**src/sv/lla_ram.sv**
```systemverilog
// Generic single-write, single-read RAM with registered read data.
module lla_ram #(
	parameter int WIDTH = 8,
	parameter int DEPTH = 16
) (
	input  logic                     clk,
	input  logic                     we,
	input  logic [$clog2(DEPTH)-1:0] waddr,
	input  logic [WIDTH-1:0]         wdata,
	input  logic [$clog2(DEPTH)-1:0] raddr,
	output logic [WIDTH-1:0]         rdata
);

	logic [WIDTH-1:0] mem [DEPTH];

	// Write port and registered read port.
	always_ff @(posedge clk) begin
		if (we) begin
			mem[waddr] <= wdata;
		end
		rdata <= mem[raddr];
	end

endmodule

```
**config.mk**
```make
export PLATFORM = sky130hd
export DESIGN_NAME = lla_ram
export DESIGN_NICKNAME = d
export VERILOG_FILES = /design/src/sv/lla_ram.sv
export SDC_FILE = /design/constraint.sdc
export NUM_CORES = 1
export LEC_CHECK = 0
export ABC_CLOCK_PERIOD_IN_PS = 2070
export BUFFER_PORTS_ARGS = -buffer_cell sky130_fd_sc_hd__buf_2
export CORE_MARGIN = 3
export CORE_UTILIZATION = 50
export DETAILED_ROUTE_END_ITERATION = 10
export MAX_ROUTING_LAYER = met4
export PLACE_DENSITY_LB_ADDON = 0.3
export SETUP_SLACK_MARGIN = 0.4
export SYNTH_ARGS = -nofsm -noshare
export SYNTH_HDL_FRONTEND = slang
export SYNTH_SLANG_ARGS = --single-unit
export TNS_END_PERCENT = 100
```
**constraint.sdc**
```tcl
create_clock -name clk -period 2.07 [get_ports clk]
set_clock_uncertainty 0.2 [all_clocks]
set_input_delay 0.207 -clock clk [delete_from_list [all_inputs] [get_ports clk]]
set_output_delay 0.207 -clock clk [all_outputs]
set_load 0.03 [all_outputs]
```
* Word-level counts from Yosys, hierarchy flattened *
Memories as Yosys holds them, arrays and structs flattened. A register that Yosys moved wholly into a read port is not among the register bits.
Cells that the tools add are included.

storage, ports and cells
  register bits = 0
  RAM bits = 128
  input bits = 18
  output and inout port bits = 8
  logic and storage cells = 3
  memories kept = 1

cells by class
  mux-type cells = 2

memories
  memory  words  bits a word  rd ports  clocked after Yosys merged registers in  wr ports  line  RTL
  mem     16     8            1         1                                        1         14    logic [WIDTH-1:0] mem [DEPTH];

operator list
  kind               count
  two-way mux 1 bit  2

* Depth between registers and ports, before layout *
  depth in word-level cells = 2
  mapped depth = 5

* Worst setup path after synthesis *
No wires, ideal clock.

  path type = input to register
  start point = in waddr[2]
  end point = mem mem[0][0] (enable)
  arrival time = 1.317 ns
  path slack = 0.170 ns
  cell stages on the path = 2
  path buffers = 0
  cell sequence = or3b_2 -> nor3_1

RTL lines
  element             line  RTL
  start: declaration  8     input logic [$clog2(DEPTH)-1:0] waddr,
  end: declaration    14

Straight into the memory's write port.

==> flow_summary.json <==
{
  "crit_path_start_kind": "flip-flop",
  "worstPathArrival_ns": 1.78,
  "syn_area_per_cell_um2": 22.5,
  "worstHoldEndpoint": "mem[3][4]",
  "cp_data_required_time_ns": 2.26,
  "post-cts-setup-buffers": 0,
  "cts_sinks": 136,
  "cts_tree": "yes",
  "synth_warnings": 0,
  "path_class": "reg2reg",
  "vdd_drop_max_mv": 0.475,
  "fin_crit_sh_pct": 76.7,
  "clockPowerShare_pct": 46.1,
  "multi_input_area_um2": 1070,
  "grtUsageTotal_pct": 19.7,
  "p_sw_w": 0.00124,
  "rsz0062_at_grt": "no",
  "seqCellArea_um2": 4000,
  "holdCritStartpoint": "waddr[3]",
  "slowest_stage": "mux4_1",
  "place_congestion": 0.732,
  "core_um2": 9910,
  "synth_cell_type_count": 19,
  "final_cells": 443,
  "numCtsBuffers": 17,
  "clock_path_buffers": 2,
  "setup_viol": 0,
  "r2r_end": "rdata[1]",
  "worstMarginPinSlew_ns": 0.406,
  "intPower_w": 0.00514,
  "status": "complete, no violations",
  "combPwrFrac_pct": 5.3,
  "hold_depth": 3,
  "reg2reg_slack_ns": 0.48,
  "timing.final.crit_period_ns": 1.59,
  "grt_max_degree": 33,
  "finalHoldViolCount": 0,
  "slew_headroom_pct": 72.9,
  "nNetsFinal": 316,
  "drc_errors": 0,
  "syn_nets": 247,
  "yosysSeqAreaShare_pct": 77.8,
  "layout-drive-gt1-share_pct": 31.7,
  "path_cells": "mux4_1 -> a22oi_2 -> nand2_1",
  "power_density_nw_per_um2": 1020,
  "routed_wl_um": 10000,
  "htreeDepth": 4,
  "syn2layout_area_growth_pct": 21.7,
  "dp_cells": 403,
  "r2r_start": "mem[9][1]",
  "hold_class": "in2reg",
  "vias": 2510,
  "avgRoutedWirePerCell_um": 22.6,
  "synthCells": 229,
  "num_rows": 36,
  "ant_nets": 0,
  "ys_seq_elements": 136,
  "clkLatencyLatePin_ns": 0.51,
  "cp_max_fo": 1,
  "start_util_pct": 51.9,
  "cpPeakStageDelay_ns": 0.54,
  "syn_area_um2": 5150,
  "drtIter0Drc": 152,
  "grt.overflow.total": 0,
  "fmax_mhz": 630,
  "clkSlewWorstSetupHoldPaths_ns": 0.06,
  "ios": 26,
  "hpwl_um": 6280,
  "antenna_found_initial": 1,
  "die_w_um": 107,
  "whs_ns": 0.0284,
  "dr.pass1.iters": 4,
  "grt_pass1_wl_um": 15300,
  "die-area_um2": 11500,
  "cts_root_buffer": "clkbuf_8",
  "power.leakage_nw": 2.17,
  "avgViaCountPerCell": 5.67,
  "die_h_um": 107,
  "grt_pass1_vias": 2562,
  "reg2reg_depth": 3,
  "swShare_pct": 19.5,
  "fillers": 696,
  "port-buffer-count": 25,
  "maxCapViolations": 0,
  "power_frac_seq_pct": 48.6,
  "slew_viol_final": 0,
  "setup_tns_ns": 0,
  "critPathCaptureType": "flip-flop"
}
cell type report:
type	instances	area share (%)
multi-input combinational	83	17.0
clock inverter	12	2.54
tap	133	2.66
sequential	136	63.9
timing repair buffer	60	7.15
antenna	1	0.0399
clock buffer	18	6.67
cells in the final DEF (no fill, tap or decap):
cell type,n
nand2_1,9
buf_12,3
clkinv_2,4
buf_2,25
clkbuf_16,16
a22oi_2,1
edfxtp_1,128
or3b_2,1
clkbuf_8,1
diode_2,1
dfxtp_1,8
clkinvlp_4,1
dlygate4sd3_1,9
nand3b_1,2
nand3_1,1
and2b_1,1
and2_1,1
nor2_1,13
bufinv_16,4
a22oi_1,15
buf_4,23
mux4_2,18
nor3_2,1
nand2b_1,2
clkbuf_1,1
clkinv_1,3
nor2b_1,1
nor3_1,3
mux4_1,14
power by group through the flow:
stage	logic, W	clock network (W)	registers [W]
3_3_place_gp	0.000323	0	0.00315
5_1_grt	0.000365	0.00312	0.00311
3_5_place_dp	0.000328	0	0.00316
2_1_floorplan	0.000156	0	0.00319
4_1_cts	0.000345	0.00298	0.00310
6_report	0.000339	0.00294	0.00310
worst max-delay path by stage:
stage,from,end
after global routing,mem[10][5],rdata[5]
after CTS,mem[9][1],rdata[1]
after detailed placement,raddr[0],rdata[1]
after floorplan,waddr[2],mem[3][0]
after global placement,raddr[0],rdata[1]
final,mem[9][1],rdata[1]
kinds of logic (layout without fill, tap and decap cells):
family          after synthesis  in the layout  synth area share [%]
flops                       136            136                  77.8
simple gates                 35             35                  3.18
mux                          32             32                  15.0
compound gates               16             16                  2.33
buf+inv                      10             90                  1.68
other cells                   0              1                     0
synth_stat cells:
| library cell | number | share of area [%] |
|---|---|---|
| edfxtp_1 | 128 | 75 |
| mux4_2 | 18 | 7.9 |
| a22oi_1 | 16 | 2.3 |
| mux4_1 | 14 | 7.1 |
| nor2_1 | 13 | 0.95 |
| nand2_1 | 9 | 0.66 |
| dfxtp_1 | 8 | 3.1 |
| nor3_1 | 4 | 0.39 |
| buf_2 | 3 | 0.29 |
| buf_6 | 3 | 0.66 |
| clkdlybuf4s25_2 | 3 | 0.58 |
| nand2b_1 | 2 | 0.24 |
| nand3b_1 | 2 | 0.29 |
| and2_1 | 1 | 0.12 |
| and2b_1 | 1 | 0.15 |
| buf_4 | 1 | 0.15 |
| nand3_1 | 1 | 0.097 |
| nor2b_1 | 1 | 0.12 |
| or3b_2 | 1 | 0.17 |
critical path, delay by kind of cell, from the launching register on:
family / cells / cell delay, ns
flops: 1 / 0.37
mux: 1 / 0.54
compound gates: 1 / 0.28
simple gates: 1 / 0.08
metal layers:
metal | track usage (%) | wire length [um]
met4 | 7.66 | 107
met3 | 6.12 | 640
met1 | 27.6 | 4310
met5 | - | 0
met2 | 27.5 | 4960
sequential cells by signal (all words and copies together) (netlist names):
signal,cells
rdata,8
mem,128
stage by stage:
| stage | utilization, % | total power, W | cell area [um2] | setup WS (ns) |
|---|---|---|---|---|
| 2_1_floorplan | - | 0.00334 | 5150 | 0.397 |
| 3_3_place_gp | 56.4 | 0.00348 | 5590 | 0.162 |
| 3_5_place_dp | 56.4 | 0.00349 | 5590 | 0.0805 |
| 4_1_cts | 63.2 | 0.00643 | 6260 | 0.440 |
| 5_1_grt | 63.2 | 0.00659 | 6260 | 0.420 |
| 6_report | 63.2 | 0.00638 | 6260 | 0.482 |
what timing repair did:
action                                 CTS  global route
setup endpoints to repair                1             0
endpoints found under the hold margin  129             0
gates resized for setup                  1             0
hold buffers                             9             0
Note: power is estimated with default switching activity, not from simulation.
