File: src/sv/lla_pkg.sv
// Package with the grid constants, rule tables and shared types of the automaton grid.
package lla_pkg;

	// Grid geometry and derived address widths.
	localparam int COLS      = 16;
	localparam int ROWS      = 16;
	localparam int COL_W     = 4;
	localparam int ROW_W     = 4;
	localparam int ROW_AW    = 1 + ROW_W;
	localparam int ROW_DEPTH = 2 * ROWS;
	localparam int AGE_AW    = 1 + ROW_W + COL_W;
	localparam int AGE_DEPTH = 2 * ROWS * COLS;
	localparam int AGE_W     = 8;
	localparam int COUNT_W   = 9;
	localparam int KIND_W    = 2;
	localparam int RULE_W    = 3;
	localparam int RULE_COUNT = 7;
	localparam int MASK_W    = 9;
	localparam int NBR_W     = 4;

	localparam logic [AGE_W-1:0] AGE_MAX = 8'd255;

	// Item kinds.
	localparam logic [KIND_W-1:0] KIND_WRITE   = 2'd0;
	localparam logic [KIND_W-1:0] KIND_READ    = 2'd1;
	localparam logic [KIND_W-1:0] KIND_ADVANCE = 2'd2;

	// Rule tables, one bit per neighbor count.
	localparam logic [MASK_W-1:0] BIRTH_ROM [RULE_COUNT] = '{
		9'(1 << 3), 9'(1 << 5), 9'(1 << 6), 9'(1 << 4), 9'(1 << 5),
		9'((1 << 3) | (1 << 6)), 9'(1 << 4)
	};
	localparam logic [MASK_W-1:0] SURVIVE_ROM [RULE_COUNT] = '{
		9'((1 << 2) | (1 << 3)), 9'((1 << 4) | (1 << 5)),
		9'((1 << 5) | (1 << 6) | (1 << 7)), 9'(1 << 5), 9'(1 << 5),
		9'((1 << 2) | (1 << 3)), 9'((1 << 4) | (1 << 5))
	};

	// The unused select code falls back to the first rule.
	function automatic logic [RULE_W-1:0] rule_pick(input logic [RULE_W-1:0] sel);
		return (sel == 3'(RULE_COUNT)) ? '0 : sel;
	endfunction

	function automatic logic [MASK_W-1:0] born_bits(input logic [RULE_W-1:0] sel);
		return BIRTH_ROM[rule_pick(sel)];
	endfunction

	function automatic logic [MASK_W-1:0] kept_bits(input logic [RULE_W-1:0] sel);
		return SURVIVE_ROM[rule_pick(sel)];
	endfunction

	// Access bundle for the live-row memory.
	typedef struct packed {
		logic              we;
		logic [ROW_AW-1:0] waddr;
		logic [COLS-1:0]   wdata;
		logic [ROW_AW-1:0] raddr;
	} row_port_t;

	// Access bundle for the age memory.
	typedef struct packed {
		logic              we;
		logic [AGE_AW-1:0] waddr;
		logic [AGE_W-1:0]  wdata;
		logic [AGE_AW-1:0] raddr;
	} age_port_t;

	// Next state of one cell.
	typedef struct packed {
		logic             alive;
		logic [AGE_W-1:0] age;
	} cell_next_t;

endpackage

File: src/sv/lla_req_if.sv
// Request channel interface: one grid item with valid and ready.
interface lla_req_if;
	logic                          valid;
	logic                          ready;
	logic [lla_pkg::KIND_W-1:0]    kind;
	logic [lla_pkg::COL_W-1:0]     col;
	logic [lla_pkg::ROW_W-1:0]     row;
	logic                          set_alive;
	logic [lla_pkg::AGE_W-1:0]     set_age;

	modport source (output valid, kind, col, row, set_alive, set_age, input ready);
	modport sink (input valid, kind, col, row, set_alive, set_age, output ready);
endinterface

File: src/sv/lla_rsp_if.sv
// Response channel interface: addressed cell and live count with valid and ready.
interface lla_rsp_if;
	logic                          valid;
	logic                          ready;
	logic                          got_alive;
	logic [lla_pkg::AGE_W-1:0]     got_age;
	logic [lla_pkg::COUNT_W-1:0]   live_count;

	modport source (output valid, got_alive, got_age, live_count, input ready);
	modport sink (input valid, got_alive, got_age, live_count, output ready);
endinterface

File: src/sv/lla_cell_eval.sv
// Neighbor count and rule evaluation for one cell from three buffered rows.
module lla_cell_eval (
	input  logic [lla_pkg::COLS-1:0]   up,
	input  logic [lla_pkg::COLS-1:0]   mid,
	input  logic [lla_pkg::COLS-1:0]   dn,
	input  logic [lla_pkg::COL_W-1:0]  col,
	input  logic [lla_pkg::AGE_W-1:0]  age,
	input  logic [lla_pkg::RULE_W-1:0] rule_sel,
	output lla_pkg::cell_next_t        nxt
);

	logic [lla_pkg::COL_W-1:0]  cl;
	logic [lla_pkg::COL_W-1:0]  cr;
	logic [lla_pkg::NBR_W-1:0]  n;
	logic                       was;
	logic [lla_pkg::MASK_W-1:0] mask;

	// Wrapped neighbor columns on the torus.
	assign cl = (col == '0) ? lla_pkg::COL_W'(lla_pkg::COLS - 1) : col - 1'b1;
	assign cr = (col == lla_pkg::COL_W'(lla_pkg::COLS - 1)) ? '0 : col + 1'b1;

	// Count the eight neighbors.
	assign n = lla_pkg::NBR_W'(up[cl]) + lla_pkg::NBR_W'(up[col]) + lla_pkg::NBR_W'(up[cr])
		+ lla_pkg::NBR_W'(mid[cl]) + lla_pkg::NBR_W'(mid[cr])
		+ lla_pkg::NBR_W'(dn[cl]) + lla_pkg::NBR_W'(dn[col]) + lla_pkg::NBR_W'(dn[cr]);

	assign was  = mid[col];
	assign mask = was ? lla_pkg::kept_bits(rule_sel) : lla_pkg::born_bits(rule_sel);

	// Survivors age with saturation; births and deaths restart at zero.
	always_comb begin
		nxt.alive = mask[n];
		if (nxt.alive && was) begin
			nxt.age = (age == lla_pkg::AGE_MAX) ? lla_pkg::AGE_MAX : age + 1'b1;
		end else begin
			nxt.age = '0;
		end
	end

endmodule

File: src/sv/lla_seq.sv
// Sequencer: clearing pass, cell read and write, and the generation sweep over the memories.
module lla_seq (
	input  logic                       clk,
	input  logic                       arst_n,
	lla_req_if.sink                    req,
	lla_rsp_if.source                  rsp,
	input  logic [lla_pkg::RULE_W-1:0] rule_sel,
	output lla_pkg::row_port_t         row_port,
	input  logic [lla_pkg::COLS-1:0]   row_rdata,
	output lla_pkg::age_port_t         age_port,
	input  logic [lla_pkg::AGE_W-1:0]  age_rdata
);

	localparam logic [2:0] ST_CLR   = 3'd0;
	localparam logic [2:0] ST_IDLE  = 3'd1;
	localparam logic [2:0] ST_WR    = 3'd2;
	localparam logic [2:0] ST_RD    = 3'd3;
	localparam logic [2:0] ST_AROW  = 3'd4;
	localparam logic [2:0] ST_ACELL = 3'd5;
	localparam logic [2:0] ST_AEND  = 3'd6;
	localparam logic [2:0] ST_AFIN  = 3'd7;
	localparam logic [1:0] SUB_UP   = 2'd0;
	localparam logic [1:0] SUB_MID  = 2'd1;
	localparam logic [1:0] SUB_DN   = 2'd2;
	localparam logic [1:0] SUB_LAST = 2'd3;

	// Control state.
	logic [2:0]                   state_q;
	logic                         fin_q;
	logic [lla_pkg::AGE_AW-1:0]   clr_q;
	logic                         page_q;
	logic [lla_pkg::COUNT_W-1:0]  pop_q;
	logic [1:0]                   sub_q;
	logic [lla_pkg::ROW_W-1:0]    arow_q;
	logic [lla_pkg::COL_W:0]      acol_q;
	logic                         pend_s1;
	logic                         out_valid_q;

	// Payload registers.
	logic [lla_pkg::COL_W-1:0]    col_q;
	logic [lla_pkg::ROW_W-1:0]    row_q;
	logic                         set_alive_q;
	logic [lla_pkg::AGE_W-1:0]    set_age_q;
	logic [lla_pkg::COLS-1:0]     up_q;
	logic [lla_pkg::COLS-1:0]     mid_q;
	logic [lla_pkg::COLS-1:0]     dn_q;
	logic [lla_pkg::COLS-1:0]     nxt_row_q;
	logic [lla_pkg::COL_W-1:0]    pcol_s1;
	logic [lla_pkg::COUNT_W-1:0]  cnt_q;
	logic                         res_alive_q;
	logic [lla_pkg::AGE_W-1:0]    res_age_q;
	logic [lla_pkg::COUNT_W-1:0]  res_count_q;
	logic                         out_alive_q;
	logic [lla_pkg::AGE_W-1:0]    out_age_q;
	logic [lla_pkg::COUNT_W-1:0]  out_count_q;

	logic [lla_pkg::ROW_W-1:0]    row_up;
	logic [lla_pkg::ROW_W-1:0]    row_dn;
	logic [lla_pkg::COLS-1:0]     wr_word;
	logic                         old_bit;
	logic                         out_free;
	lla_pkg::cell_next_t          cell_nxt;

	assign req.ready      = (state_q == ST_IDLE) && !fin_q;
	assign rsp.valid      = out_valid_q;
	assign rsp.got_alive  = out_alive_q;
	assign rsp.got_age    = out_age_q;
	assign rsp.live_count = out_count_q;
	assign out_free       = !out_valid_q || rsp.ready;

	// Wrapped rows above and below the row being computed.
	assign row_up = (arow_q == '0) ? lla_pkg::ROW_W'(lla_pkg::ROWS - 1) : arow_q - 1'b1;
	assign row_dn = (arow_q == lla_pkg::ROW_W'(lla_pkg::ROWS - 1)) ? '0 : arow_q + 1'b1;

	// Row word with the addressed bit replaced by a write request.
	always_comb begin
		wr_word         = row_rdata;
		wr_word[col_q]  = set_alive_q;
	end
	assign old_bit = row_rdata[col_q];

	lla_cell_eval u_eval (
		.up       (up_q),
		.mid      (mid_q),
		.dn       (dn_q),
		.col      (pcol_s1),
		.age      (age_rdata),
		.rule_sel (rule_sel),
		.nxt      (cell_nxt)
	);

	// Memory accesses for each state.
	always_comb begin
		row_port = '0;
		age_port = '0;
		unique case (state_q)
			ST_CLR: begin
				row_port.we    = 1'b1;
				row_port.waddr = clr_q[lla_pkg::ROW_AW-1:0];
				age_port.we    = 1'b1;
				age_port.waddr = clr_q;
			end
			ST_IDLE: begin
				row_port.raddr = {page_q, req.row};
				age_port.raddr = {page_q, req.row, req.col};
			end
			ST_WR: begin
				row_port.we    = 1'b1;
				row_port.waddr = {page_q, row_q};
				row_port.wdata = wr_word;
				age_port.we    = 1'b1;
				age_port.waddr = {page_q, row_q, col_q};
				age_port.wdata = set_age_q;
			end
			ST_AROW: begin
				unique case (sub_q)
					SUB_UP:  row_port.raddr = {page_q, row_up};
					SUB_MID: row_port.raddr = {page_q, arow_q};
					default: row_port.raddr = {page_q, row_dn};
				endcase
			end
			ST_ACELL: begin
				age_port.raddr = {page_q, arow_q, acol_q[lla_pkg::COL_W-1:0]};
				age_port.we    = pend_s1;
				age_port.waddr = {!page_q, arow_q, pcol_s1};
				age_port.wdata = cell_nxt.age;
			end
			ST_AEND: begin
				row_port.we    = 1'b1;
				row_port.waddr = {!page_q, arow_q};
				row_port.wdata = nxt_row_q;
			end
			ST_AFIN: begin
				row_port.raddr = {page_q, row_q};
				age_port.raddr = {page_q, row_q, col_q};
			end
			default: begin
			end
		endcase
	end

	// Control sequencing.
	always_ff @(posedge clk or negedge arst_n) begin
		if (!arst_n) begin
			state_q     <= ST_CLR;
			fin_q       <= 1'b0;
			clr_q       <= '0;
			page_q      <= 1'b0;
			pop_q       <= '0;
			sub_q       <= SUB_UP;
			arow_q      <= '0;
			acol_q      <= '0;
			pend_s1     <= 1'b0;
			out_valid_q <= 1'b0;
		end else begin
			// Output register: a finished result moves in once the slot is free.
			if (fin_q && out_free) begin
				out_valid_q <= 1'b1;
				fin_q       <= 1'b0;
			end else if (rsp.ready) begin
				out_valid_q <= 1'b0;
			end

			unique case (state_q)
				ST_CLR: begin
					clr_q <= clr_q + 1'b1;
					if (clr_q == '1) begin
						state_q <= ST_IDLE;
					end
				end
				ST_IDLE: begin
					if (req.valid && !fin_q) begin
						priority if (req.kind == lla_pkg::KIND_ADVANCE) begin
							state_q <= ST_AROW;
							sub_q   <= SUB_UP;
							arow_q  <= '0;
						end else if (req.kind == lla_pkg::KIND_WRITE) begin
							state_q <= ST_WR;
						end else begin
							state_q <= ST_RD;
						end
					end
				end
				ST_WR: begin
					pop_q   <= pop_q - lla_pkg::COUNT_W'(old_bit)
						+ lla_pkg::COUNT_W'(set_alive_q);
					fin_q   <= 1'b1;
					state_q <= ST_IDLE;
				end
				ST_RD: begin
					fin_q   <= 1'b1;
					state_q <= ST_IDLE;
				end
				ST_AROW: begin
					sub_q <= sub_q + 1'b1;
					if (sub_q == SUB_LAST) begin
						state_q <= ST_ACELL;
						acol_q  <= '0;
						pend_s1 <= 1'b0;
					end
				end
				ST_ACELL: begin
					if (acol_q[lla_pkg::COL_W]) begin
						pend_s1 <= 1'b0;
						state_q <= ST_AEND;
					end else begin
						pend_s1 <= 1'b1;
						acol_q  <= acol_q + 1'b1;
					end
				end
				ST_AEND: begin
					if (arow_q == lla_pkg::ROW_W'(lla_pkg::ROWS - 1)) begin
						page_q  <= !page_q;
						pop_q   <= cnt_q;
						state_q <= ST_AFIN;
					end else begin
						arow_q  <= arow_q + 1'b1;
						sub_q   <= SUB_UP;
						state_q <= ST_AROW;
					end
				end
				ST_AFIN: begin
					state_q <= ST_RD;
				end
				default: begin
					state_q <= ST_IDLE;
				end
			endcase
		end
	end

	// Payload capture, row buffers and result registers.
	always_ff @(posedge clk) begin
		if (state_q == ST_IDLE && req.valid && !fin_q) begin
			col_q       <= req.col;
			row_q       <= req.row;
			set_alive_q <= req.set_alive;
			set_age_q   <= req.set_age;
			cnt_q       <= '0;
		end
		if (state_q == ST_AROW) begin
			unique case (sub_q)
				SUB_MID:  up_q  <= row_rdata;
				SUB_DN:   mid_q <= row_rdata;
				SUB_LAST: dn_q  <= row_rdata;
				default: begin
				end
			endcase
		end
		if (state_q == ST_ACELL) begin
			pcol_s1 <= acol_q[lla_pkg::COL_W-1:0];
			if (pend_s1) begin
				nxt_row_q[pcol_s1] <= cell_nxt.alive;
				cnt_q              <= cnt_q + lla_pkg::COUNT_W'(cell_nxt.alive);
			end
		end
		if (state_q == ST_WR) begin
			res_alive_q <= set_alive_q;
			res_age_q   <= set_age_q;
			res_count_q <= pop_q - lla_pkg::COUNT_W'(old_bit)
				+ lla_pkg::COUNT_W'(set_alive_q);
		end
		if (state_q == ST_RD) begin
			res_alive_q <= row_rdata[col_q];
			res_age_q   <= age_rdata;
			res_count_q <= pop_q;
		end
		if (fin_q && out_free) begin
			out_alive_q <= res_alive_q;
			out_age_q   <= res_age_q;
			out_count_q <= res_count_q;
		end
	end

endmodule

File: src/flat_wrapper.sv
// flat-port wrapper written by rule: the top's interface ports become plain ports
module lla_seq_flat 
  (clk, arst_n, rule_sel, row_port, row_rdata, age_port, age_rdata, req_valid, req_kind, req_col, req_row, req_set_alive, req_set_age, req_ready, rsp_valid, rsp_got_alive, rsp_got_age, rsp_live_count, rsp_ready);
  lla_req_if req_i ();
  lla_rsp_if rsp_i ();
  input  logic clk;
  input  logic arst_n;
  input  logic [lla_pkg::RULE_W-1:0] rule_sel;
  output lla_pkg::row_port_t row_port;
  input  logic [lla_pkg::COLS-1:0] row_rdata;
  output lla_pkg::age_port_t age_port;
  input  logic [lla_pkg::AGE_W-1:0] age_rdata;
  input wire logic [$bits(req_i.valid)-1:0] req_valid;
  input wire logic [$bits(req_i.kind)-1:0] req_kind;
  input wire logic [$bits(req_i.col)-1:0] req_col;
  input wire logic [$bits(req_i.row)-1:0] req_row;
  input wire logic [$bits(req_i.set_alive)-1:0] req_set_alive;
  input wire logic [$bits(req_i.set_age)-1:0] req_set_age;
  output wire logic [$bits(req_i.ready)-1:0] req_ready;
  output wire logic [$bits(rsp_i.valid)-1:0] rsp_valid;
  output wire logic [$bits(rsp_i.got_alive)-1:0] rsp_got_alive;
  output wire logic [$bits(rsp_i.got_age)-1:0] rsp_got_age;
  output wire logic [$bits(rsp_i.live_count)-1:0] rsp_live_count;
  input wire logic [$bits(rsp_i.ready)-1:0] rsp_ready;
  assign req_i.valid = req_valid;
  assign req_i.kind = req_kind;
  assign req_i.col = req_col;
  assign req_i.row = req_row;
  assign req_i.set_alive = req_set_alive;
  assign req_i.set_age = req_set_age;
  assign req_ready = req_i.ready;
  assign rsp_valid = rsp_i.valid;
  assign rsp_got_alive = rsp_i.got_alive;
  assign rsp_got_age = rsp_i.got_age;
  assign rsp_live_count = rsp_i.live_count;
  assign rsp_i.ready = rsp_ready;
  lla_seq u_core (.clk(clk), .arst_n(arst_n), .req(req_i), .rsp(rsp_i), .rule_sel(rule_sel), .row_port(row_port), .row_rdata(row_rdata), .age_port(age_port), .age_rdata(age_rdata));
endmodule
File: config.mk
export PLATFORM = sky130hd
export DESIGN_NAME = lla_seq_flat
export DESIGN_NICKNAME = d
export VERILOG_FILES = /design/src/sv/lla_pkg.sv /design/src/sv/lla_req_if.sv /design/src/sv/lla_rsp_if.sv /design/src/sv/lla_cell_eval.sv /design/src/sv/lla_seq.sv /design/src/flat_wrapper.sv
export SDC_FILE = /design/constraint.sdc
export NUM_CORES = 1
export LEC_CHECK = 0
export ABC_CLOCK_PERIOD_IN_PS = 8250
export BUFFER_PORTS_ARGS = -buffer_cell sky130_fd_sc_hd__buf_2
export CAP_MARGIN = 25
export CORE_MARGIN = 3
export CORE_UTILIZATION = 50
export CTS_CLUSTER_DIAMETER = 100
export DETAILED_ROUTE_END_ITERATION = 12
export PLACE_DENSITY = 0.7
export SYNTH_ARGS = -nofsm -noshare
export SYNTH_HDL_FRONTEND = slang
export SYNTH_SLANG_ARGS = --single-unit
File: constraint.sdc
create_clock -name clk -period 8.25 [get_ports clk]
set_clock_uncertainty 0.15 [all_clocks]
set_input_delay 1.65 -clock clk [delete_from_list [all_inputs] [get_ports clk]]
set_output_delay 1.65 -clock clk [all_outputs]
set_load 0.005 [all_outputs]
== Word-level counts from Yosys, hierarchy flattened ==
Memory sizes are Yosys's and may differ from the RTL's.
Index checks and enable logic that the tools add are counted.
Word-level totals
  bits in read-only memories: 144
  memories kept: 2
  memory bits (writable): 0
  output and inout bits: 74
  latch bits: 0
  input port bits: 50
  flip-flop bits (word level): 166
  word-level logic and storage cells: 200
Cells by class
  divide/modulo/power cells: 0
  shift-type cells: 0
  add/sub/neg operators: 18
  mux-type cells: 84
  order comparisons: 8
  reduce and logical (&&, ||, !) cells: 36
  bitwise gates (word level): 1
  equal/unequal tests: 24
  multipliers: 0
Memory list
  (name not given): depth 8, bits a word 9, read ports 1, clocked after Yosys merged registers in 0, wr ports 0, RTL line lla_pkg.sv:45  | return BIRTH_ROM[rule_pick(sel)];
  (name not given): depth 8, bits a word 9, read ports 1, clocked after Yosys merged registers in 0, wr ports 0, RTL line lla_pkg.sv:49  | return SURVIVE_ROM[rule_pick(sel)];
Operators by type and width (count)
  $mux W9: 11
  $bmux W1 S4: 11
  $bwmux W16: 2
  $mux W8: 4
  $pmux W16 S2: 1
  $pmux W10 S3: 1
  $mux W4: 7
  $pmux W9 S3: 1
  $lt A4 B5 Y1 const B: 5
  $mux W1: 22
  $pmux W3 S7: 1
  $add A9 B1 Y9: 2
  $mux W3: 6
  $pmux W6 S3: 1
  $pmux W9 S2: 1
  $add A4 B1 Y4: 4
  $pmux W4 S2: 2
  $pmux W8 S2: 1
  $eq A3 B3 Y1 const B: 5
  $pmux W5 S3: 1
  $reduce_and A2 Y1: 7
  $reduce_and A4 Y1: 3
  $reduce_bool A2 Y1: 6
  $mux W5: 2
  36 further kinds: 64

== Logic depth before layout (Yosys ltp) ==
Gate-level depths: netlist (run 1).
  depth after elaboration: 16
  gate-level depth with buffers: 31

== Modules after synthesis ==
A second synthesis (run 1) with hierarchy kept.
Second synthesis, totals
  cells, all modules: 910
  area, all modules: 9889.5 µm²
Modules (own cells, without submodules)
  lla_seq: cells an instance 732, area each 8132.8 µm², instances 1, sequential area each 4714.5 µm²
  lla_cell_eval: cells an instance 178, area each 1756.7 µm², instances 1, sequential area each 0.0 µm²

== Worst setup path after synthesis (run 1) ==
No wires, ideal clock.
  path type: reg2out
  start point: register u_core.pcol_s1[1] (netlist name)
  end point: output port age_port[15] (netlist name)
  stages on the path, launching flop included: 22
  data arrival time: 5.977 ns
  path slack: 0.473 ns
  path buffers: 3
  data required time: 6.450 ns
  cell sequence: edfxtp_1 -> clkbuf_1 -> inv_1 -> ha_1 -> clkbuf_1 -> buf_2 -> mux4_2 -> a211oi_1 -> a21oi_1 -> fa_1 -> inv_1 -> fa_1 -> inv_1 -> fa_1 -> ha_1 -> fa_1 -> nor4b_1 -> a31oi_1 -> a22oi_1 -> nand4b_1 -> nor2_1 -> a32o_1
RTL lines
  from (decl): RTL line lla_seq.sv:48  | logic [lla_pkg::COL_W-1:0] pcol_s1;
  from (signal assigned): RTL line lla_seq.sv:251  | pcol_s1 <= acol_q[lla_pkg::COL_W-1:0];
  to (decl): RTL line flat_wrapper.sv:11  | output lla_pkg::age_port_t age_port;

==> flow_metrics.env, run 1 <==
export IMPL_drc=0
export IMPL_grt_pass1_wl_um=39600
export IMPL_leakagePower_nw=4.47
export IMPL_drive_gt1_share_pct=24.8
export IMPL_initial_utilization_pct=51.5
export IMPL_antenna_found_initial=2
export IMPL_arrival_ps=6200
export IMPL_synth_warnings=0
export IMPL_status="complete, no violations"
export IMPL_h_tree_depth=4
export IMPL_drt_iter0_drc=476
export IMPL_finalHoldViolations=0
export IMPL_fin_crit_sh_pct=96.9
export IMPL_clockBufferDepth=2
export IMPL_synth_flop_cell="edfxtp_1"
export IMPL_dieHeight_um=146
export IMPL_core_area_um2=18900
export IMPL_dr_pass1_iters=7
export IMPL_syn_to_final_growth_pct=16.1
export IMPL_final_cell_mix="123 x buf_2, 121 x edfxtp_1, 110 x nand2_1"
export IMPL_yosysTopAreaCell="edfxtp_1"
export IMPL_slew_viol_final=0
export IMPL_antenna_cells=0
export IMPL_track_usage_pct=23.6
export IMPL_syn_area_um2=9740
export IMPL_ant_nets=0
export IMPL_max_cap_violations=0
export IMPL_yosys_area_top_type_share_pct=37.3
export IMPL_synth_seq_cells=166
export IMPL_placedInstanceArea_um2=10500
export IMPL_async_reset_ff_share_pct=21.7
export IMPL_finalWeightedCongestion=0.887
export IMPL_fmax_mhz=125
export IMPL_die_w_um=146
export IMPL_layoutNonFillerInstCount=1272
export IMPL_p_int_mw=3.03
export IMPL_critPathKind="flop to output port"
export IMPL_io_buffer_count=123
export IMPL_io_pins=124
export IMPL_grt_pass1_vias=7311
export IMPL_clockRootBuffer="clkbuf_16"
export IMPL_ir_worst_vdd_mv=0.452
export IMPL_grt_max_degree=71
export IMPL_synth_area_top_cells="edfxtp_1 37%, mux4_2 9.9%, dfrtp_1 9.3%"
export IMPL_clk_latency_ps=420
export IMPL_cts_tree="yes"
export IMPL_p_sw_share_pct=41.1
export IMPL_cp_required_ps=6450
export IMPL_final_common_cell="buf_2"
export IMPL_powerDensity_nw_per_um2=454
export IMPL_avgSynthCellArea_um2=11.0
export IMPL_hp_class="flop to flop"
export IMPL_dp_cells=1227
export IMPL_tightest_slew_ps=1010
export IMPL_critical_path_peak_fanout=7
export IMPL_vias_per_cell=5.96
export IMPL_p_comb_share_pct=56.0
export IMPL_synth_edff_count=121
export IMPL_power_frac_seq_pct=28.1
export IMPL_p_clk_share_pct=15.9
export IMPL_slew_headroom_pct=32.8
export IMPL_wl_per_cell_um=19.9
export IMPL_critPathCaptureType="output port"
export IMPL_dieArea_um2=21200
export IMPL_setup_viol=0
export IMPL_cts_made_buffers=17
export IMPL_synthesis_instances=884
export IMPL_stdcell_area_um2=11300
export IMPL_switching_power_mw=2.11
export IMPL_numClockSinks=166
export IMPL_postRouteWirelength_um=25300
export IMPL_synth_nets=968
export IMPL_finish_net_count=1083
export IMPL_overflow=0
export IMPL_fp_row_count=50
export IMPL_synth_yosys_seq_area_share_pct=48.4
export IMPL_holdBufCountCts=0
export IMPL_fin_crit_ps=8000
export IMPL_hpwl_um=17800
export IMPL_synth_cell_types=57
export IMPL_cts_clk_slew_worst_paths_ps=70
export IMPL_dr_total_vias=7585
export IMPL_cp_start_kind="flop"
==> final timing paths <==
check,from,end,slack [ps],cells past startpoint
hold / removal,u_core.res_age_q[5]$_DFFE_PP_,u_core.rsp.got_age[5]$_DFFE_PP_,270,0
setup / recovery,u_core.pcol_s1[1]$_DFFE_PP_,age_port[15],250,23
hold reg to reg,u_core.res_age_q[5]$_DFFE_PP_,u_core.rsp.got_age[5]$_DFFE_PP_,270,0
max in group asynchronous,arst_n,u_core.state_q[2]$_DFFE_PN0P_,6170,1
min in group asynchronous,arst_n,u_core.acol_q[2]$_DFFE_PN0P_,1190,1
setup reg to reg,u_core.pcol_s1[1]$_DFFE_PP_,u_core.cnt_q[8]$_DFF_P_,1120,29
==> power groups by stage <==
stage,Sequential [mW],Clock (mW),Combinational (mW)
final,1.44,0.818,2.88
after global routing,1.46,0.867,3.19
after CTS,1.44,0.831,2.64
after detailed placement,1.46,0,2.61
after global placement,1.45,0,2.55
after floorplan,1.38,0,2.00
==> layer usage <==
metal | global-route usage [%] | wire (µm) | part of all wire [%]
met1 | 31.2 | 10700 | 42
met2 | 39.7 | 12700 | 50
met5 | 0 | 22 | 0.087
met3 | 4.61 | 1300 | 5.1
met4 | 7.64 | 609 | 2.4
==> cell type report <==
type                       count  area [µm²]
clock inverter                14         174
sequential                   166        4720
inverter                      39         146
clock buffer                  18         429
timing repair buffer         149         831
fill                        1565        7590
multi-input combinational    626        4690
tap                          260         325
==> logic make-up after synthesis <==
group / share of synthesized area [%]
and+or+nand+nor: 13.5
AOI/OAI and AO/OA: 12.1
DFF: 48.4
buffers and inverters: 4.01
muxes: 14.7
adders and majority gates: 4.75
xor gates and xnor gates: 2.52
==> synth_stat cells, drive strengths merged, types with 2 or more instances <==
library cell	count
a211oi	7
a21boi	5
a21o	6
a21oi	49
a22o	13
a22oi	2
a311oi	4
a31oi	17
a32o	2
a41oi	2
and2	7
and3	13
buf	21
clkbuf	32
dfrtp	36
dfxtp	9
edfxtp	121
fa	5
ha	29
inv	38
mux2	12
mux2i	25
mux4	46
nand2	110
nand2b	8
nand3	22
nand3b	2
nand4	7
nor2	73
nor2b	6
nor3	16
nor3b	6
nor4	11
nor4b	2
o211ai	2
o21ai	71
o21bai	2
o22ai	2
o31ai	3
o41ai	4
or2	2
xnor2	17
xor2	11
==> flip-flops by register name, summed over array words and instances (netlist names), 9 cells and up <==
| register | cells |
|---|---|
| u_core.clr_q | 9 |
| u_core.mid_q | 16 |
| u_core.dn_q | 16 |
| u_core.up_q | 16 |
| u_core.cnt_q | 9 |
| u_core.nxt_row_q | 16 |
| u_core.res_count_q | 9 |
| u_core.pop_q | 9 |
| u_core.rsp.live_count | 9 |
==> critical path, cell delays in order, from the launching register on <==
cell      delay, ps
edfxtp_1        410
inv_2           130
ha_4            140
inv_1           110
o31ai_1         220
buf_4           200
mux4_2          290
nor2b_1         150
a211oi_2        210
a21oi_1          90
fa_1            580
inv_1            60
fa_1            530
inv_1            60
fa_1            480
ha_2            220
fa_2            640
nor4b_2         210
a31oi_1          60
a22oi_1         200
nand4b_1        240
nor2_4          270
a32o_1          190
buf_2           110
==> through the flow <==
stage	utilization [%]	hold slack (ps)	setup TNS [ps]	setup WS (ps)	total power [mW]
floorplan	-	250	0	473	3.38
global placement	55.8	253	0	309	4.01
detailed placement	55.8	255	0	266	4.07
CTS	59.0	272	0	1.37	4.91
global route	59.8	279	-245	-68.4	5.52
finish	59.8	269	0	253	5.14
==> timing repair <==
action                                  4_1_cts  5_1_grt
cloned                                        0        0
endpoints found under the setup margin        8        8
pin swaps                                     0        5
gates resized for setup                       3        9
setup buffers                                 0       12
(Power assumes the default switching activity.)
==> run 2: changes to the inputs <==
CTS_BUF_LIST = sky130_fd_sc_hd__clkbuf_16   (was unset)
==> run 2 against run 1 <==
  * Cell count did not move
  * Largest cell class unchanged
  * Count of clock-buffer cells in the layout down 1
  * Critical path type unchanged
  * Combinational power about the same
  * Non-clock buffer count stayed put
==> flow_metrics.env, run 2 (same netlist as run 1, synthesis figures left out) <==
export IMPL_status="complete, no violations"
export IMPL_critPathKind="flop to output port"
export IMPL_stdcell_area_um2=11300
export IMPL_initial_utilization_pct=51.5
export IMPL_clockBufferDepth=2
export IMPL_drc=0
export IMPL_slew_viol_final=0
export IMPL_core_area_um2=18900
export IMPL_cts_clk_slew_worst_paths_ps=70
export IMPL_clockRootBuffer="clkbuf_16"
export IMPL_grt_pass1_wl_um=39600
export IMPL_powerDensity_nw_per_um2=454
export IMPL_antenna_found_initial=2
export IMPL_grt_pass1_vias=7311
export IMPL_overflow=0
export IMPL_path_cells="inv_2, ha_4, inv_1, o31ai_1, buf_4, mux4_2, nor2b_1, a211oi_2, a21oi_1, fa_1, inv_1, fa_1, inv_1, fa_1, ha_2, fa_2, nor4b_2, a31oi_1, a22oi_1, nand4b_1, nor2_4, a32o_1, buf_2"
export IMPL_hpwl_um=17800
export IMPL_numClockSinks=166
export IMPL_io_buffer_count=123
export IMPL_critPathCaptureType="output port"
export IMPL_worst_path_buf_inv=6
export IMPL_finalWeightedCongestion=0.887
export IMPL_critical_path_peak_fanout=7
export IMPL_track_usage_pct=23.6
export IMPL_clk_latency_ps=420
export IMPL_crit_family="adder cells"
export IMPL_setup_viol=0
export IMPL_grt_max_degree=71
export IMPL_fmax_mhz=125
export IMPL_drt_iter0_drc=476
export IMPL_slowest_delay_ps=640
export IMPL_max_cap_violations=0
export IMPL_final_setup_tns_ps=0
export IMPL_fin_crit_ps=8000
export IMPL_cp_required_ps=6450
export IMPL_ir_worst_vdd_mv=0.452
export IMPL_final_common_cell="buf_2"
export IMPL_fin_crit_sh_pct=96.9
export IMPL_dieHeight_um=146
export IMPL_finalHoldViolations=0
export IMPL_dr_pass1_iters=7
export IMPL_h_tree_depth=4
export IMPL_postRouteWirelength_um=25300
export IMPL_dieArea_um2=21200
export IMPL_syn_to_final_growth_pct=16.1
export IMPL_cts_tree="yes"
export IMPL_drive_gt1_share_pct=24.8
export IMPL_tightest_slew_ps=1010
export IMPL_cp_start_kind="flop"
export IMPL_vias_per_cell=5.97
export IMPL_wl_per_cell_um=19.9
export IMPL_placedInstanceArea_um2=10500
export IMPL_num_fill_cells=1565
export IMPL_final_cell_mix="123 x buf_2, 121 x edfxtp_1, 110 x nand2_1"
export IMPL_slew_headroom_pct=32.8
export IMPL_holdBufCountCts=0
export IMPL_io_pins=124
export IMPL_die_w_um=146
export IMPL_finish_net_count=1083
export IMPL_arrival_ps=6200
export IMPL_ant_nets=0
export IMPL_fp_row_count=50
export IMPL_crit_slowest_cell="fa_2"
export IMPL_hp_class="flop to flop"
export IMPL_dr_total_vias=7593
export IMPL_antenna_cells=0
export IMPL_cts_made_buffers=17
export IMPL_leakagePower_nw=4.48
-- run 2: changes by cell type in the layout (fill, tap and decap cells not counted), sizes merged --
cell,previous run,this run
clkbuf,18,17
inv,42,43
-- run 2: metrics by stage --
stage | util, % | instances | total power, mW | hold WS (ps) | setup slack [ps]
after floorplan | - | 884 | 3.38 | 250 | 473
after global placement | 55.8 | 1227 | 4.01 | 253 | 309
after detailed placement | 55.8 | 1227 | 4.07 | 255 | 266
after CTS | 59.0 | 1259 | 4.91 | 272 | 1.37
after global routing | 59.8 | 1272 | 5.51 | 279 | -68.4
final | 59.8 | 1272 | 5.14 | 269 | 253
-- run 2: worst paths after layout --
kind / slack (ps) / endpoint / depth (start not counted) / startpoint
max reg2reg: 1120 / u_core.cnt_q[8]$_DFF_P_ / 29 / u_core.pcol_s1[1]$_DFFE_PP_
min: 270 / u_core.rsp.got_age[5]$_DFFE_PP_ / 0 / u_core.res_age_q[5]$_DFFE_PP_
max in group asynchronous: 6170 / u_core.state_q[2]$_DFFE_PN0P_ / 1 / arst_n
min reg2reg: 270 / u_core.rsp.got_age[5]$_DFFE_PP_ / 0 / u_core.res_age_q[5]$_DFFE_PP_
max: 250 / age_port[15] / 23 / u_core.pcol_s1[1]$_DFFE_PP_
min in group asynchronous: 1190 / u_core.acol_q[2]$_DFFE_PN0P_ / 1 / arst_n
-- run 2: final cells by class --
cell class	count	area [µm²]	share of cell area [%]
Clock buffer	17	425	3.76
Inverter	39	146	1.29
Sequential cell	166	4720	41.7
Clock inverter	15	178	1.57
Tap cell	260	325	2.88
Timing Repair Buffer	149	831	7.35
Multi-Input combinational cell	626	4690	41.4
-- run 2: layer usage --
metal	vias to the layer above	global-route usage, %	share of wire (%)
met4	4	7.64	2.5
met5	-	0	0.087
met2	272	39.7	50
met3	47	4.61	5.2
met1	3737	31.2	42
li1	3533	-	-
-- run 2: timing repair --
item / 4_1_cts / 5_1_grt
gates resized for setup: 3 / 9
gates cloned: 0 / 0
buffers inserted: 0 / 12
setup endpoints to repair: 8 / 8
pin swaps: 0 / 5
-- run 2: where the power goes --
part	internal, mW	switching [mW]
Sequential	1.29	0.148
Clock	0.479	0.338
Combinational	1.25	1.62
Total	3.03	2.11
==> run 3: changes to the inputs <==
RECOVER_POWER = 25   (was unset)
==> run 3 against run 2 <==
  * The run now ends with capacitance limit, slew limit left
  * Die area stayed put
  * Non-clock buffer count stayed put
  * Cell count stayed put
  * Sequential share of layout area is 0.19 points higher
  * Register-to-register slack hardly changed
  * Sequential power hardly changed
  * Setup slack worse by 26 ps
  * Design area is 0.44% lower
  * Via count is 0.71% lower
  * Global-route usage stayed put
  * Largest cell class unchanged
==> flow_metrics.env, run 3 (same netlist as run 1, synthesis figures left out) <==
export IMPL_cp_start_kind="flop"
export IMPL_setup_viol=0
export IMPL_path_cells="inv_2, ha_4, inv_1, o31ai_1, buf_4, mux4_2, nor2b_1, a211oi_2, a21oi_1, fa_1, inv_1, fa_1, inv_1, fa_1, ha_2, fa_2, nor4b_2, a31oi_1, a22oi_1, nand4b_1, nor2_4, a32o_1, buf_2"
export IMPL_place_ws_ps=266
export IMPL_h_tree_depth=4
export IMPL_overflow=0
export IMPL_dp_cells=1227
export IMPL_hp_class="flop to flop"
export IMPL_num_fill_cells=1584
export IMPL_startpoint="u_core.pcol_s1[1]$_DFFE_PP_"
export IMPL_critPathCaptureType="output port"
export IMPL_fin_crit_sh_pct=97.2
export IMPL_clockBufferDepth=2
export IMPL_min_to="u_core.rsp.got_age[5]$_DFFE_PP_"
export IMPL_initial_utilization_pct=51.5
export IMPL_crit_family="adder cells"
export IMPL_dr_total_vias=7539
export IMPL_max_cap_violations=1
export IMPL_critical_path_peak_fanout=7
export IMPL_syn_to_final_growth_pct=15.6
export IMPL_tightest_slew_ps=3170
export IMPL_antenna_found_initial=2
export IMPL_dieHeight_um=146
export IMPL_slowest_delay_ps=640
export IMPL_clockRootBuffer="clkbuf_16"
export IMPL_finalWeightedCongestion=0.887
export IMPL_dr_pass1_iters=5
export IMPL_fp_row_count=50
export IMPL_fin_crit_ps=8020
export IMPL_hold_path_startpoint="u_core.res_age_q[5]$_DFFE_PP_"
export IMPL_grt_max_degree=71
export IMPL_slew_headroom_pct=-112
export IMPL_drc=0
export IMPL_die_w_um=146
export IMPL_ant_nets=0
export IMPL_drive_gt1_share_pct=22.2
export IMPL_fmax_mhz=125
export IMPL_worst_path_buf_inv=6
export IMPL_grt_pass1_wl_um=39600
export IMPL_powerDensity_nw_per_um2=456
export IMPL_seq_area_um2=4720
export IMPL_vias_per_cell=5.93
export IMPL_slew_viol_final=71
export IMPL_clk_latency_ps=420
export IMPL_holdBufCountCts=0
export IMPL_finalHoldViolations=0
export IMPL_status="finished, violations left"
export IMPL_postRouteWirelength_um=25400
export IMPL_grt_pass1_vias=7311
export IMPL_cp_required_ps=6450
export IMPL_drt_iter0_drc=498
export IMPL_cts_clk_slew_worst_paths_ps=70
export IMPL_io_pins=124
export IMPL_numClockSinks=166
export IMPL_timing_rr_start="u_core.pcol_s1[1]$_DFFE_PP_"
export IMPL_final_cell_mix="121 x edfxtp_1, 110 x nand2_1, 101 x buf_2"
export IMPL_min_path_cells=0
export IMPL_reg2regPathDepth=29
export IMPL_hpwl_um=17800
export IMPL_antenna_cells=0
export IMPL_dieArea_um2=21200
export IMPL_violations="capacitance limit, slew limit"
export IMPL_cts_made_buffers=17
export IMPL_final_util_pct=59.6
export IMPL_fin_ws_ps=227
export IMPL_multiInputGateArea_um2=4680
export IMPL_arrival_ps=6220
export IMPL_io_buffer_count=123
export IMPL_leakagePower_nw=4.40
export IMPL_critPathKind="flop to output port"
export IMPL_track_usage_pct=23.6
export IMPL_reg2reg_slack_ps=1110
export IMPL_core_area_um2=18900
export IMPL_layoutNonFillerInstCount=1272
export IMPL_timing_rr_end="u_core.cnt_q[8]$_DFF_P_"
export IMPL_crit_slowest_cell="fa_2"
export IMPL_finish_net_count=1083
export IMPL_ir_worst_vdd_mv=0.452
export IMPL_wl_per_cell_um=19.9
export IMPL_final_common_cell="edfxtp_1"
export IMPL_cts_tree="yes"
[run 3: layout make-up]
type	count	area share (%)
clock buffers	17	3.78
clock inverters	15	1.58
inverters	39	1.30
multi-input cells	626	41.6
flip-flops and latches	166	41.9
well taps	260	2.89
repair buffers	149	7.00
[run 3: layer usage]
metal / up-vias / GRT usage (%) / share of wire (%)
li1: 3526 / - / -
met1: 3709 / 31.2 / 42
met2: 258 / 39.7 / 50
met3: 42 / 4.61 / 5.6
met4: 4 / 7.64 / 2.3
met5: - / 0 / 0.087
[run 3: timing repair]
item / in CTS / in global routing
pin swaps: 0 / 5
setup endpoints to repair: 8 / 8
buffers inserted: 0 / 12
gates resized for setup: 3 / 9
[run 3: worst max path at each step]
stage,to,slack (ps),depth (start not counted)
2_1_floorplan,age_port[15],470,21
3_3_place_gp,age_port[15],310,20
3_5_place_dp,age_port[15],270,20
4_1_cts,age_port[15],1,23
5_1_grt,age_port[15],-70,23
6_report,age_port[15],230,23
[run 3: where the power goes]
| part | switching [mW] | internal, mW | total, mW |
|---|---|---|---|
| clock | 0.338 | 0.479 | 0.817 |
| combinational | 1.62 | 1.26 | 2.88 |
| sequential | 0.148 | 1.29 | 1.44 |
| total | 2.11 | 3.03 | 5.14 |
[run 3: metrics by stage]
| stage | TNS [ps] | total power, mW | cell area [µm²] | hold slack (ps) |
|---|---|---|---|---|
| floorplan | 0 | 3.38 | 9740 | 250 |
| global route | -264 | 5.52 | 11300 | 279 |
| global placement | 0 | 4.01 | 10500 | 253 |
| detailed placement | 0 | 4.07 | 10500 | 255 |
| finish | 0 | 5.14 | 11300 | 269 |
| CTS | 0 | 4.91 | 11200 | 272 |
